### src/rtl/stt_pkg.sv
`timescale 1ns / 1ps

package stt_pkg;

    // Result event codes
    localparam logic [1:0] EV_CHAR = 2'd0;
    localparam logic [1:0] EV_END  = 2'd1;
    localparam logic [1:0] EV_BAD  = 2'd2;

    // Token kinds
    localparam logic [1:0] KIND_IDENT = 2'd0;
    localparam logic [1:0] KIND_NUM   = 2'd1;
    localparam logic [1:0] KIND_STR   = 2'd2;
    localparam logic [1:0] KIND_OP    = 2'd3;

    // Characters of interest
    localparam logic [7:0] CH_PLUS   = 8'h2B;
    localparam logic [7:0] CH_MINUS  = 8'h2D;
    localparam logic [7:0] CH_STAR   = 8'h2A;
    localparam logic [7:0] CH_SLASH  = 8'h2F;
    localparam logic [7:0] CH_EQUAL  = 8'h3D;
    localparam logic [7:0] CH_POINT  = 8'h2E;
    localparam logic [7:0] CH_DQUOTE = 8'h22;
    localparam logic [7:0] CH_SQUOTE = 8'h27;
    localparam logic [7:0] CH_SPACE  = 8'h20;
    localparam logic [7:0] CH_NUL    = 8'h00;

    // Most results one input byte can give
    localparam int unsigned MAX_RES = 3;

    // One result item
    typedef struct packed {
        logic [1:0] event_res;
        logic [1:0] token_kind;
        logic [7:0] out_byte;
    } result_t;

    // Work handed from front to back: a burst of one to three results
    typedef struct packed {
        logic [1:0]                 cnt;
        result_t [MAX_RES-1:0]      res;
    } cmd_t;

    function automatic result_t mk_res(input logic [1:0] ev, input logic [1:0] kind,
                                       input logic [7:0] b);
        result_t r;
        r.event_res  = ev;
        r.token_kind = kind;
        r.out_byte   = b;
        return r;
    endfunction

    function automatic logic is_letter(input logic [7:0] b);
        return (b >= 8'h41 && b <= 8'h5A) || (b >= 8'h61 && b <= 8'h7A);
    endfunction

    function automatic logic is_digit(input logic [7:0] b);
        return b >= 8'h30 && b <= 8'h39;
    endfunction

    function automatic logic is_space(input logic [7:0] b);
        return b == CH_SPACE || (b >= 8'h09 && b <= 8'h0D);
    endfunction

    function automatic logic is_op(input logic [7:0] b);
        return b == CH_PLUS || b == CH_MINUS || b == CH_STAR || b == CH_SLASH
            || b == CH_EQUAL;
    endfunction

endpackage

### src/rtl/stt_front.sv
`timescale 1ns / 1ps

module stt_front (
    input  logic           clk,
    input  logic           rst_n,
    input  logic           in_valid,
    input  logic [7:0]     in_byte,
    input  logic           in_eot,
    output logic           in_ready,
    input  logic           q_full,
    output logic           push,
    output stt_pkg::cmd_t  push_cmd
);
    import stt_pkg::*;

    typedef enum logic [5:0] {
        MODE_IDLE  = 6'b000001,
        MODE_IDENT = 6'b000010,
        MODE_INT   = 6'b000100,
        MODE_DOT   = 6'b001000,
        MODE_FRAC  = 6'b010000,
        MODE_STR   = 6'b100000
    } mode_t;

    mode_t      mode_reg, mode_next;
    logic       dq_reg, dq_next;
    logic [1:0] slot;
    logic       handled;
    logic       accept;
    logic [7:0] delim;
    cmd_t       cmd;

    assign in_ready = !q_full;
    assign accept   = in_valid && !q_full;
    assign push     = accept && (cmd.cnt != 2'd0);
    assign push_cmd = cmd;
    assign delim    = dq_reg ? CH_DQUOTE : CH_SQUOTE;

    // Classify the byte against the open token and build the result burst
    always_comb
    begin
        mode_next = mode_reg;
        dq_next   = dq_reg;
        slot      = 2'd0;
        handled   = 1'b0;
        cmd       = '0;
        if (in_eot)
        begin
            case (mode_reg)
                MODE_IDENT:
                begin
                    cmd.res[0] = mk_res(EV_END, KIND_IDENT, CH_NUL);
                    slot = 2'd1;
                end
                MODE_INT, MODE_DOT, MODE_FRAC:
                begin
                    cmd.res[0] = mk_res(EV_END, KIND_NUM, CH_NUL);
                    slot = 2'd1;
                end
                MODE_STR:
                begin
                    cmd.res[0] = mk_res(EV_END, KIND_STR, CH_NUL);
                    slot = 2'd1;
                end
                default:
                begin
                    slot = 2'd0;
                end
            endcase
            mode_next = MODE_IDLE;
        end
        else
        begin
            // continue or close the open token
            case (mode_reg)
                MODE_IDENT:
                begin
                    if (is_letter(in_byte) || is_digit(in_byte))
                    begin
                        cmd.res[0] = mk_res(EV_CHAR, KIND_IDENT, in_byte);
                        slot = 2'd1;
                        handled = 1'b1;
                    end
                    else
                    begin
                        cmd.res[0] = mk_res(EV_END, KIND_IDENT, CH_NUL);
                        slot = 2'd1;
                        mode_next = MODE_IDLE;
                    end
                end
                MODE_INT:
                begin
                    if (is_digit(in_byte))
                    begin
                        cmd.res[0] = mk_res(EV_CHAR, KIND_NUM, in_byte);
                        slot = 2'd1;
                        handled = 1'b1;
                    end
                    else if (in_byte == CH_POINT)
                    begin
                        cmd.res[0] = mk_res(EV_CHAR, KIND_NUM, in_byte);
                        slot = 2'd1;
                        handled = 1'b1;
                        mode_next = MODE_DOT;
                    end
                    else
                    begin
                        cmd.res[0] = mk_res(EV_END, KIND_NUM, CH_NUL);
                        slot = 2'd1;
                        mode_next = MODE_IDLE;
                    end
                end
                MODE_DOT, MODE_FRAC:
                begin
                    if (is_digit(in_byte))
                    begin
                        cmd.res[0] = mk_res(EV_CHAR, KIND_NUM, in_byte);
                        slot = 2'd1;
                        handled = 1'b1;
                        mode_next = MODE_FRAC;
                    end
                    else
                    begin
                        cmd.res[0] = mk_res(EV_END, KIND_NUM, CH_NUL);
                        slot = 2'd1;
                        mode_next = MODE_IDLE;
                    end
                end
                MODE_STR:
                begin
                    if (in_byte == CH_NUL || in_byte == delim)
                    begin
                        cmd.res[0] = mk_res(EV_END, KIND_STR, CH_NUL);
                        mode_next = MODE_IDLE;
                    end
                    else
                    begin
                        cmd.res[0] = mk_res(EV_CHAR, KIND_STR, in_byte);
                    end
                    slot = 2'd1;
                    handled = 1'b1;
                end
                default:
                begin
                    mode_next = MODE_IDLE;
                end
            endcase

            // start a new token from idle
            if (!handled && in_byte != CH_NUL && !is_space(in_byte))
            begin
                if (is_letter(in_byte))
                begin
                    cmd.res[slot] = mk_res(EV_CHAR, KIND_IDENT, in_byte);
                    slot = slot + 2'd1;
                    mode_next = MODE_IDENT;
                end
                else if (is_digit(in_byte))
                begin
                    cmd.res[slot] = mk_res(EV_CHAR, KIND_NUM, in_byte);
                    slot = slot + 2'd1;
                    mode_next = MODE_INT;
                end
                else if (in_byte == CH_DQUOTE || in_byte == CH_SQUOTE)
                begin
                    dq_next = (in_byte == CH_DQUOTE);
                    mode_next = MODE_STR;
                end
                else if (is_op(in_byte))
                begin
                    cmd.res[slot] = mk_res(EV_CHAR, KIND_OP, in_byte);
                    slot = slot + 2'd1;
                    cmd.res[slot] = mk_res(EV_END, KIND_OP, CH_NUL);
                    slot = slot + 2'd1;
                end
                else
                begin
                    cmd.res[slot] = mk_res(EV_BAD, KIND_IDENT, in_byte);
                    slot = slot + 2'd1;
                end
            end
        end
        cmd.cnt = slot;
    end

    // Lexer state advances on every accepted byte
    always_ff @(posedge clk or negedge rst_n)
    begin
        if (!rst_n)
        begin
            mode_reg <= MODE_IDLE;
            dq_reg   <= 1'b0;
        end
        else if (accept)
        begin
            mode_reg <= mode_next;
            dq_reg   <= dq_next;
        end
    end

endmodule

### src/rtl/stt_fifo.sv
`timescale 1ns / 1ps

module stt_fifo #(
    parameter int unsigned DEPTH = 4
) (
    input  logic           clk,
    input  logic           rst_n,
    input  logic           push,
    input  stt_pkg::cmd_t  push_cmd,
    output logic           full,
    input  logic           pop,
    output stt_pkg::cmd_t  head,
    output logic           empty
);
    import stt_pkg::*;

    localparam int unsigned PW = (DEPTH > 1) ? $clog2(DEPTH) : 1;
    localparam int unsigned CW = $clog2(DEPTH + 1);
    localparam logic [PW-1:0] LAST_PTR = PW'(DEPTH - 1);

    cmd_t          store_reg [DEPTH];
    logic [PW-1:0] wr_ptr_reg, wr_ptr_next;
    logic [PW-1:0] rd_ptr_reg, rd_ptr_next;
    logic [CW-1:0] count_reg, count_next;

    assign empty = (count_reg == '0);
    assign full  = (count_reg == CW'(DEPTH));
    assign head  = store_reg[rd_ptr_reg];

    // Pointer and fill count
    always_comb
    begin
        wr_ptr_next = wr_ptr_reg;
        rd_ptr_next = rd_ptr_reg;
        count_next  = count_reg;
        if (push)
        begin
            wr_ptr_next = (wr_ptr_reg == LAST_PTR) ? '0 : wr_ptr_reg + 1'b1;
        end
        if (pop)
        begin
            rd_ptr_next = (rd_ptr_reg == LAST_PTR) ? '0 : rd_ptr_reg + 1'b1;
        end
        if (push && !pop)
        begin
            count_next = count_reg + 1'b1;
        end
        else if (pop && !push)
        begin
            count_next = count_reg - 1'b1;
        end
    end

    always_ff @(posedge clk or negedge rst_n)
    begin
        if (!rst_n)
        begin
            wr_ptr_reg <= '0;
            rd_ptr_reg <= '0;
            count_reg  <= '0;
        end
        else
        begin
            wr_ptr_reg <= wr_ptr_next;
            rd_ptr_reg <= rd_ptr_next;
            count_reg  <= count_next;
        end
    end

    // Entry storage, no reset needed
    always_ff @(posedge clk)
    begin
        if (push)
        begin
            store_reg[wr_ptr_reg] <= push_cmd;
        end
    end

endmodule

### src/rtl/stt_back.sv
`timescale 1ns / 1ps

module stt_back (
    input  logic           clk,
    input  logic           rst_n,
    input  stt_pkg::cmd_t  head,
    input  logic           empty,
    output logic           pop,
    output logic           out_valid,
    input  logic           out_ready,
    output stt_pkg::result_t out_res,
    output logic           out_last
);
    import stt_pkg::*;

    result_t    res_reg;
    logic       last_reg;
    logic       valid_reg;
    logic [1:0] idx_reg;
    logic       load;
    logic       take;
    logic       at_end;

    assign load      = !valid_reg || out_ready;
    assign take      = load && !empty;
    assign at_end    = (idx_reg == head.cnt - 2'd1);
    assign pop       = take && at_end;
    assign out_valid = valid_reg;
    assign out_res   = res_reg;
    assign out_last  = last_reg;

    // Walk the burst at the queue head, one result per cycle while the output is not stalled
    always_ff @(posedge clk or negedge rst_n)
    begin
        if (!rst_n)
        begin
            valid_reg <= 1'b0;
            idx_reg   <= 2'd0;
        end
        else if (take)
        begin
            valid_reg <= 1'b1;
            idx_reg   <= at_end ? 2'd0 : idx_reg + 2'd1;
        end
        else if (out_ready)
        begin
            valid_reg <= 1'b0;
        end
    end

    // Output payload
    always_ff @(posedge clk)
    begin
        if (take)
        begin
            res_reg  <= head.res[idx_reg];
            last_reg <= at_end;
        end
    end

endmodule

### src/rtl/source_text_tokenizer.sv
`timescale 1ns / 1ps
// Path: a byte's results are written into the burst queue, then into the output register.
// Throughput: one byte per cycle in unless the queue is full; one result per cycle out
// unless stalled by m_axis_tready; the burst queue absorbs bursts of several results.
// Reset: rst_n is asynchronous, active low; the lexer returns to between tokens,
// the queue empties and the output goes invalid.

module source_text_tokenizer #(
    parameter int unsigned QUEUE_DEPTH = 4
) (
    input  logic        clk,
    input  logic        rst_n,
    input  logic        s_axis_tvalid,
    output logic        s_axis_tready,
    input  logic [7:0]  s_axis_tdata,   // [7:0] text_byte
    input  logic        s_axis_tlast,   // end_of_text
    output logic        m_axis_tvalid,
    input  logic        m_axis_tready,
    output logic [7:0]  m_axis_tdata,   // [7:0] out_byte
    output logic [3:0]  m_axis_tuser,   // [1:0] event_res, [3:2] token_kind
    output logic        m_axis_tlast    // last_result
);
    import stt_pkg::*;

    logic    q_push;
    logic    q_full;
    logic    q_pop;
    logic    q_empty;
    cmd_t    q_in;
    cmd_t    q_head;
    result_t res;

    // Front: lexer state and classification
    stt_front u_front (
        .clk      (clk),
        .rst_n    (rst_n),
        .in_valid (s_axis_tvalid),
        .in_byte  (s_axis_tdata),
        .in_eot   (s_axis_tlast),
        .in_ready (s_axis_tready),
        .q_full   (q_full),
        .push     (q_push),
        .push_cmd (q_in)
    );

    // Burst queue between front and back
    stt_fifo #(
        .DEPTH (QUEUE_DEPTH)
    ) u_fifo (
        .clk      (clk),
        .rst_n    (rst_n),
        .push     (q_push),
        .push_cmd (q_in),
        .full     (q_full),
        .pop      (q_pop),
        .head     (q_head),
        .empty    (q_empty)
    );

    // Back: serialise bursts onto the output stream
    stt_back u_back (
        .clk       (clk),
        .rst_n     (rst_n),
        .head      (q_head),
        .empty     (q_empty),
        .pop       (q_pop),
        .out_valid (m_axis_tvalid),
        .out_ready (m_axis_tready),
        .out_res   (res),
        .out_last  (m_axis_tlast)
    );

    assign m_axis_tdata = res.out_byte;
    assign m_axis_tuser = {res.token_kind, res.event_res};

endmodule
### config.mk
export PLATFORM = sky130hd
export DESIGN_NAME = source_text_tokenizer
export DESIGN_NICKNAME = d
export VERILOG_FILES = /design/src/rtl/stt_pkg.sv /design/src/rtl/stt_front.sv /design/src/rtl/stt_fifo.sv /design/src/rtl/stt_back.sv /design/src/rtl/source_text_tokenizer.sv
export SDC_FILE = /design/constraint.sdc
export NUM_CORES = 1
export LEC_CHECK = 0
export BUFFER_PORTS_ARGS = -buffer_cell sky130_fd_sc_hd__buf_2
export CAP_MARGIN = 25
export CORE_UTILIZATION = 55
export DETAILED_ROUTE_END_ITERATION = 16
export PLACE_DENSITY = 0.72
export SLEW_MARGIN = 25
export SYNTH_ARGS = -nofsm -noshare
export SYNTH_HDL_FRONTEND = slang
export SYNTH_SLANG_ARGS = --single-unit
### constraint.sdc
create_clock -name clk -period 6.6 [get_ports clk]
set_input_delay 0.33 -clock clk [delete_from_list [all_inputs] [get_ports clk]]
set_output_delay 0.33 -clock clk [all_outputs]
set_load 0.005 [all_outputs]
## Word-level counts from Yosys, hierarchy flattened

Memory sizes are Yosys's and may differ from the RTL's.
Cells that the tools add are included.
Widths: inputs -> output; s select.

| operators by class | value |
|---|---|
| add/sub/neg operators | 8 |
| magnitude comparators | 13 |
| equality and inequality tests | 19 |
| multiplexer cells | 60 |
| bitwise logic cells | 6 |
| reductions and logical operators | 41 |

Operator list:

| operator | count |
|---|---|
| $mux 36 | 5 |
| $bwmux 36 | 4 |
| $eq 8x6->1 const B | 9 |
| $mux 12 | 6 |
| $demux 12 s2 | 2 |
| $mux 6 | 8 |
| $pmux 12 s4 | 1 |
| $mux 11 | 4 |
| $pmux 11 s3 | 1 |
| $and 27x27->27 | 1 |
| $not 27->27 | 1 |
| $bmux 12 s2 | 1 |
| $mux 24 | 1 |
| $pmux 6 s4 | 1 |
| $mux 2 | 10 |
| $ge 8x7->1 const B | 2 |
| $le 8x7->1 const B | 2 |
| $logic_and 1x1->1 | 14 |
| $add 2x1->2 const B | 5 |
| $logic_or 1x1->1 | 10 |
| $mux 1 | 10 |
| $lt 2x3->1 const B | 3 |
| $mux 3 | 3 |
| $or 9x9->9 | 1 |
| 30 further kinds | 42 |

| word-level totals | value |
|---|---|
| register bits | 30 |
| bits in writable memories | 152 |
| input bits | 13 |
| memories | 1 |

Memory list:

| memory | depth | width | read ports | clocked after Yosys merged registers in | write ports | RTL line | text |
|---|---|---|---|---|---|---|---|
| u_fifo.store_reg | 4 | 38 | 1 | 0 | 1 | stt_fifo.sv:21 | `cmd_t store_reg [DEPTH];` |

## Logic depth before layout (Yosys ltp)

Gate-level depths: netlist of the first run.

| depth | value |
|---|---|
| word-level depth | 18 |
| gate-level depth with buffers | 15 |
| mapped depth without buffers | 14 |

## Cells and area by module

From an unflattened synthesis of the first run, not the netlist that was laid out.

| unflattened totals | value |
|---|---|
| cell total of the unflattened synthesis | 494 |
| area total of the unflattened synthesis | 8167.8 um^2 |

Modules (own cells, without submodules):

| module | instances | cells an instance | area each (um^2) |
|---|---|---|---|
| stt_fifo | 1 | 236 | 5945.7 |
| stt_front | 1 | 185 | 1366.3 |
| stt_back | 1 | 73 | 855.8 |

## Least setup slack after synthesis of the first run

Ideal clock, no wire load.

| timing path | value |
|---|---|
| path kind | in2reg |
| start | input s_axis_tdata[0] |
| end | memory u_fifo.store_reg[3][0] (netlist name), enable pin |
| library setup time | 0.386 ns |
| arrival time | 2.690 ns |
| path slack | 3.524 ns |
| stages | 7 |
| cells stage by stage | buf_4 -> or4_4 -> o221ai_4 -> a21oi_2 -> o31a_1 -> nor3_4 -> and2_1 |

| between the ends | value |
|---|---|
| word-level cells in the longest chain between the ends | 16 |
| elaborated cells on any way between the ends | 50 |
| classes of those cells | order compare: 8; eq/ne: 9; mux: 14; reduce/logical: 19 |

Ends and longest elaborated chain:

| what | RTL line | text |
|---|---|---|
| from (decl) | source_text_tokenizer.sv:15 | `input logic [7:0] s_axis_tdata,` |
| $ge 8x7->1 / $le 8x7->1 (equally long branches) | stt_pkg.sv:54 | `return (b >= 8'h41 && b <= 8'h5A) \|\| (b >= 8'h61 && b <= 8'h7A);` |
| $logic_and 1x1->1 | stt_pkg.sv:54 |  |
| $logic_or 1x1->1 | stt_pkg.sv:54 |  |
| $logic_or 1x1->1 | stt_front.sv:78 | `if (is_letter(in_byte) \|\| is_digit(in_byte))` |
| $mux 1 | stt_front.sv:78 |  |
| $pmux 1 s4 | stt_front.sv:75 | `case (mode_reg)` |
| $mux 1 | stt_front.sv:47 | `if (in_eot)` |
| $logic_not 1->1 | stt_front.sv:150 | `if (!handled && in_byte != CH_NUL && !is_space(in_byte))` |
| $logic_and 1x1->1 (2 in a row) | stt_front.sv:150 |  |
| $mux 2 * | stt_front.sv:150 |  |
| $mux 2 * | stt_front.sv:47 |  |
| $reduce_bool 2->1 * | stt_front.sv:35 | `assign push = accept && (cmd.cnt != 2'd0);` |
| $logic_and 1x1->1 * | stt_front.sv:35 |  |
| named net q_push | source_text_tokenizer.sv:25 | `logic q_push;` |
| $mux 1 * | stt_fifo.sv:73 | `if (push)` |
| $mux 1 (implied by the code) * | stt_fifo.sv:75 | `store_reg[wr_ptr_reg] <= push_cmd;` |
| to (decl) | stt_fifo.sv:21 |  |

Mark *: on every way through the listed nets, which the timed path passes. The rest lies on a longest branch. The select of a mux whose other input is x is not followed.

## Worst setup path in the final report of the first run

| timing path | value |
|---|---|
| start | register u_front.mode_reg[3] |
| end | register u_fifo.count_reg[2] |

| between the ends | value |
|---|---|
| word-level cells in the longest chain between the ends | 17 |
| elaborated cells on any way between the ends | 29 |
| classes of those cells | add/sub: 2; eq/ne: 5; mux: 11; reduce/logical: 11 |

Ends and longest elaborated chain:

| what | RTL line | text |
|---|---|---|
| from (decl) | stt_front.sv:25 | `mode_t mode_reg, mode_next;` |
| from (signal assigned) | stt_front.sv:196 | `mode_reg <= mode_next;` |
| $eq 6x2->1 (tied with other cells) | stt_front.sv:49, stt_front.sv:75 |  |
| $reduce_or 5->1 (no line) | -- |  |
| $mux 1 | -- |  |
| $mux 2 | stt_front.sv:47 |  |
| $add 2x1->2 | -- |  |
| $add 2x1->2 | stt_front.sv:174 | `slot = slot + 2'd1;` |
| $mux 2 | stt_front.sv:169 | `else if (is_op(in_byte))` |
| $mux 2 | stt_front.sv:164 | `else if (in_byte == CH_DQUOTE \|\| in_byte == CH_SQUOTE)` |
| [2 not listed] | -- |  |
| $mux 2 | stt_front.sv:150 |  |
| $mux 2 * | stt_front.sv:47 |  |
| $reduce_bool 2->1 * | stt_front.sv:35 |  |
| $logic_and 1x1->1 * | stt_front.sv:35 |  |
| named net q_push | source_text_tokenizer.sv:25 |  |
| $logic_not 1->1 | stt_fifo.sv:48 | `else if (pop && !push)` |
| $logic_and 1x1->1 | stt_fifo.sv:48 |  |
| $reduce_bool 2->1 (no line) | -- |  |
| to (signal assigned) | stt_fifo.sv:66 | `count_reg <= count_next;` |
| to (decl) | stt_fifo.sv:24 | `logic [CW-1:0] count_reg, count_next;` |

Marks and branches as above.
A chain may end at the register's enable or synchronous reset.

==> results.md, run 1 <==
* Flip-flop and latch area at 4060 sq um
* Initial antenna violation count at 0
* Finished Layout Cells at 588
* Clock Sinks at 138
* Clock skew at 0.00637 ns
* Post-synth top flop: edfxtp_1
* Slew Limit Fails at 0
* Final nets at 461
* Slew Limit Headroom at 0.280
* Crit path kind: reg -> reg
* Initial Utilization at 0.571
* Hpwl dp at 7.35 mm
* Max-cap viol count at 0
* HP Class: in -> reg
* Top post-synthesis cells by count: edfxtp_1 (121), mux4_2 (26), and2_1 (24)
* Site Rows at 38
* Layout Utilization at 0.653
* Worst-Skew Late Latency at 0.41 ns
* Wire per inst at 20.6 microns
* RSZ-0062 raised after global routing: no
* Die Ht at 109 microns
* Final hold slack at 0.133 ns
* Placed insts at 556
* Top-level I/O count at 28
* PD cells at 400 nW/um^2
* Die ar. at 11800 sq um
* GRT overflow at 0
* Placed cell areas at 6520 sq um
* Syn Nets at 427
* Leak Pwr at 2.58 nW
* Post-DRT Antenna Nets at 0
* CP max FO at 9
* Synth cell types at 62
* Final setup margin at 3.19 ns
* Max Root-Sink Buffers at 2
* Post-Syn Area at 6250 sq um
* Final wirelength at 12.1 mm
* Crit path time final at 3.41 ns
* Final Power at 2.86 mW
* Peak VDD IR at 0.184 mV
* Setup TNS at 0 ns
* Syn_area_per_cell at 15.5 sq um
* First-pass GRT wire length at 19.1 mm
* Gate Count Post-Synth at 402
* Outcome: completed
* Antenna Cells at 0
* Vias in the first global route at 3624
* Yosys reg bits at 138
* Synth warn at 0
* Post-synthesis sequential area ratio at 0.650
* Max reg flops at 108
* Synth async-reset ratio at 0.123
* Largest area contributor in the netlist: edfxtp_1
* Routability cong. at 0.834
* Hold Violations, Final at 0
* Worst-Margin Slew at 1.07 ns
* Core ar. at 10900 sq um
* Final setup viols at 0
* Yosys top cell area share at 0.582
* Global Route Usage Sum at 0.227
* Die width at 109 microns
* Multi-input logic area at 2080 sq um
* CTS tree: done
* Num CTS Buffers at 17
* Synth top area cells: edfxtp_1 (58%), mux4_2 (9.4%), dfrtp_1 (6.4%), and2_1 (2.4%), mux2i_1 (2.2%)
* Pin count of the biggest net entering global routing at 32
* DR vias at 3532
* Via density at 6.01
* Critical Path RT at 6.94 ns
* Filler cells at 741
* Finished Cell Area at 7140 sq um
* Number of synthesized flops with an enable pin at 121
* FMAX at 293 MHz
* Setup Slack @ Placement at 3.11 ns
* Residual DRC at 0
* Fraction of layout cells with a size suffix above 1 at 0.250
* Initial drt markers at 263
* Input/output buffers at 27
* Worst setup EP type: flop
* Arr. time, crit path at 3.75 ns
* Htree depth at 4
* CTS root buf: clkbuf_16
* DRT Pass-1 Iters at 4
* Fin crit share at 0.516
* CP startpoint kind: flop
* Cell with the most instances after synthesis: edfxtp_1
* Area grow syn2layout at 14.3%
* Reg clk slew, reported paths at 0.06 ns
## worst paths after layout
kind,from,endpoint,slack (ns),cells past startpoint
setup / recovery,u_front.mode_reg[3],u_fifo.count_reg[2],3.19,14
hold / removal,m_axis_tready,u_back.out_valid,0.13,2
setup reg to reg,u_front.mode_reg[3],u_fifo.count_reg[2],3.19,14
hold reg to reg,u_fifo.count_reg[2],u_fifo.count_reg[2],0.50,1
max in group asynchronous,rst_n,u_front.mode_reg[0],5.91,2
min in group asynchronous,rst_n,u_fifo.count_reg[2],0.37,2
## power breakdown
part | switching, mW | leakage, nW | internal [mW]
registers | 0.139 | 1.36 | 1.12
logic | 0.292 | 0.930 | 0.331
clock network | 0.351 | 0.293 | 0.625
## critical path: stages (launching register included)
cell and delay, ns:
dfrtp_1 0.46, nor4_1 0.53, a32oi_1 0.11, nand3_1 0.33
inv_2 0.15, ha_1 0.24, nand2_1 0.09, nor4_2 0.05
nor3_4 0.27, ha_1 0.24, inv_1 0.06, fa_1 0.37
xor2_1 0.17, nor2_1 0.12, xor2_1 0.16
## layer usage
metal / share of wire / vias up / track usage
li1: - / 1630 / -
met4: 0.016 / 0 / 0.0917
met2: 0.49 / 121 / 0.363
met5: 0 / - / 0
met1: 0.44 / 1764 / 0.307
met3: 0.053 / 17 / 0.0464
## layout by cell type, fill, tap and decap left out, types with 6 or more instances in the layout
cell type	Yosys	routed
a21oi_1	14	13
nor2_1	17	17
mux2i_1	14	14
nor2b_1	6	6
edfxtp_1	121	121
mux4_2	26	26
buf_2	3	27
clkbuf_16	0	17
inv_1	9	9
or2_2	6	6
ha_1	11	11
nand2_1	21	21
dfrtp_1	16	15
and2_1	24	24
o21ai_0	15	15
## what timing repair did
item / CTS / global route
setup buffers: 0 / 0
endpoints found under the hold margin: 16 / 0
setup endpoints to repair: 0 / 0
hold buffers: 1 / 0
resized for setup: 0 / 0
## cell type report
cell class,count,area share
inverters,10,0.00525
clock inverters,14,0.0252
clock buffers,17,0.0596
multi-input cells,236,0.291
repair buffers,33,0.0256
well taps,140,0.0245
flip-flops and latches,138,0.569
## kinds of logic after synthesis
| group | synth area share |
|---|---|
| flip-flops | 0.650 |
| AND/OR/NAND/NOR | 0.107 |
| AO/OA/AOI/OAI | 0.0613 |
| multiplexers | 0.128 |
| buffers and inverters | 0.0192 |
| adder cells (fa/ha/maj) | 0.0252 |
| XOR/XNOR | 0.00981 |
Power figures use the tool's default switching activity.
==> inputs of run 2 (changes only) <==
- clock period: 6.6 -> 3.5 ns (I/O delays scaled with it)
==> results.md, run 2 (synthesis results as in run 1) <==
* Input/output buffers at 27
* FF-to-FF Start: u_front.mode_reg[3]
* Setup TNS at 0 ns
* Crit path to: u_fifo.count_reg[2]
* Core ar. at 10900 sq um
* Outcome: completed
* Vias in the first global route at 3574
* Site Rows at 38
* Leak Pwr at 2.60 nW
* Worst-Margin Slew at 0.757 ns
* Reg clk slew, reported paths at 0.06 ns
* DR vias at 3629
* Die width at 109 microns
* Clock skew at 0.0107 ns
* Final hold slack at 0.0515 ns
* Reg2reg path depth at 11
* Arr. time, crit path at 3.56 ns
* Slew Limit Headroom at 0.491
* Hpwl dp at 7.57 mm
* Commonest non-fill, non-tap cell in the layout: edfxtp_1
* Worst-Skew Late Latency at 0.41 ns
* Peak VDD IR at 0.411 mV
* Area grow syn2layout at 15.0%
* Initial antenna violation count at 0
* CP startpoint kind: flop
* Hold Violations, Final at 0
* FF-to-FF End: u_fifo.count_reg[2]
* Die Ht at 109 microns
* Wire per inst at 20.0 microns
* Final nets at 470
* Crit path kind: reg -> reg
* Slew Limit Fails at 0
* Most frequent cells in the layout: edfxtp_1 (121), buf_2 (27), mux4_2 (26)
* Initial Utilization at 0.571
* Post-DRT Antenna Nets at 0
* Crit path time final at 3.24 ns
* CTS tree: done
* Die ar. at 11800 sq um
* Fin crit share at 0.925
* Placed insts at 564
* HP Class: in -> reg
* CTS root buf: clkbuf_16
* PD cells at 741 nW/um^2
* CP max FO at 8
* Htree depth at 4
* RSZ-0062 raised after global routing: no
* DRT Pass-1 Iters at 5
* Critical Path Start: u_front.mode_reg[3]
* Filler cells at 775
* Residual DRC at 0
* Top-level I/O count at 28
* Num CTS Buffers at 17
* Max-cap viol count at 0
* Pin count of the biggest net entering global routing at 28
* GRT overflow at 0
* Via density at 6.07
* Worst setup EP type: flop
* Final wirelength at 12.0 mm
* First-pass GRT wire length at 19.1 mm
* Max Root-Sink Buffers at 2
* Max reg flops at 108
* Antenna Cells at 0
* Global Route Usage Sum at 0.224
* Initial drt markers at 323
* R2R Setup Slk at 0.26 ns
* Clock Sinks at 138
* FMAX at 309 MHz
* Fraction of layout cells with a size suffix above 1 at 0.253
* Critical Path RT at 3.82 ns
* Final setup viols at 0
* Routability cong. at 0.933
* Finished Layout Cells at 598
* Post-CTS Setup Repair Bufs at 0
run 2: critical path: stages, from the launching register on:
cell	delay (ns)
dfrtp_1	0.48
xor2_1	0.22
o211ai_1	0.30
o211ai_1	0.27
o31a_1	0.43
nor3_4	0.33
ha_1	0.24
inv_1	0.06
fa_1	0.37
xor2_1	0.17
nor2_1	0.12
xor2_1	0.18
run 2: timing repair:
item | CTS | global route
gates resized for setup | 0 | 1
endpoints found under the setup margin | 0 | 1
endpoints found under the hold margin | 17 | 0
hold buffers | 2 | 0
run 2: cell type report:
cell class	instances	area [sq um]	area share
well taps	140	175	0.0244
clock inverters	9	123	0.0171
multi-input cells	236	2080	0.290
inverters	10	37.5	0.00523
repair buffers	42	253	0.0352
clock buffers	23	448	0.0624
flip-flops and latches	138	4060	0.566
run 2: how the worst min path moves through the flow:
stage,cells after the start,to,slack (ns),startpoint
after global routing,3,u_front.mode_reg[0],0.05,s_axis_tvalid
after floorplan,0,u_back.idx_reg[0],-0.12,rst_n
after detailed placement,1,u_fifo.count_reg[0],0.13,rst_n
final,3,u_front.mode_reg[0],0.05,s_axis_tvalid
after global placement,1,u_fifo.count_reg[0],0.12,rst_n
after CTS,3,u_front.mode_reg[0],0.04,s_axis_tvalid
run 2: report_power, final:
part | switching [mW] | total [mW] | internal [mW]
clock | 0.615 | 1.73 | 1.11
combinational | 0.706 | 1.35 | 0.648
sequential | 0.124 | 2.24 | 2.11
run 2: routing by layer:
| layer | vias up | track usage | part of all wire |
|---|---|---|---|
| met5 | - | 0 | 0 |
| li1 | 1650 | - | - |
| met3 | 10 | 0.0573 | 0.046 |
| met1 | 1849 | 0.303 | 0.45 |
| met2 | 120 | 0.363 | 0.50 |
| met4 | 0 | 0.0598 | 0.0079 |
run 2: metrics by stage:
| step | utilization | power, mW | setup WS (ns) | area, sq um |
|---|---|---|---|---|
| after CTS | 0.655 | 5.37 | 0.207 | 7170 |
| after floorplan | - | 3.23 | 0.478 | 6250 |
| after global routing | 0.657 | 5.57 | 0.0494 | 7180 |
| after global placement | 0.601 | 3.59 | 0.473 | 6580 |
| after detailed placement | 0.601 | 3.63 | 0.247 | 6580 |
| final | 0.657 | 5.32 | 0.263 | 7180 |
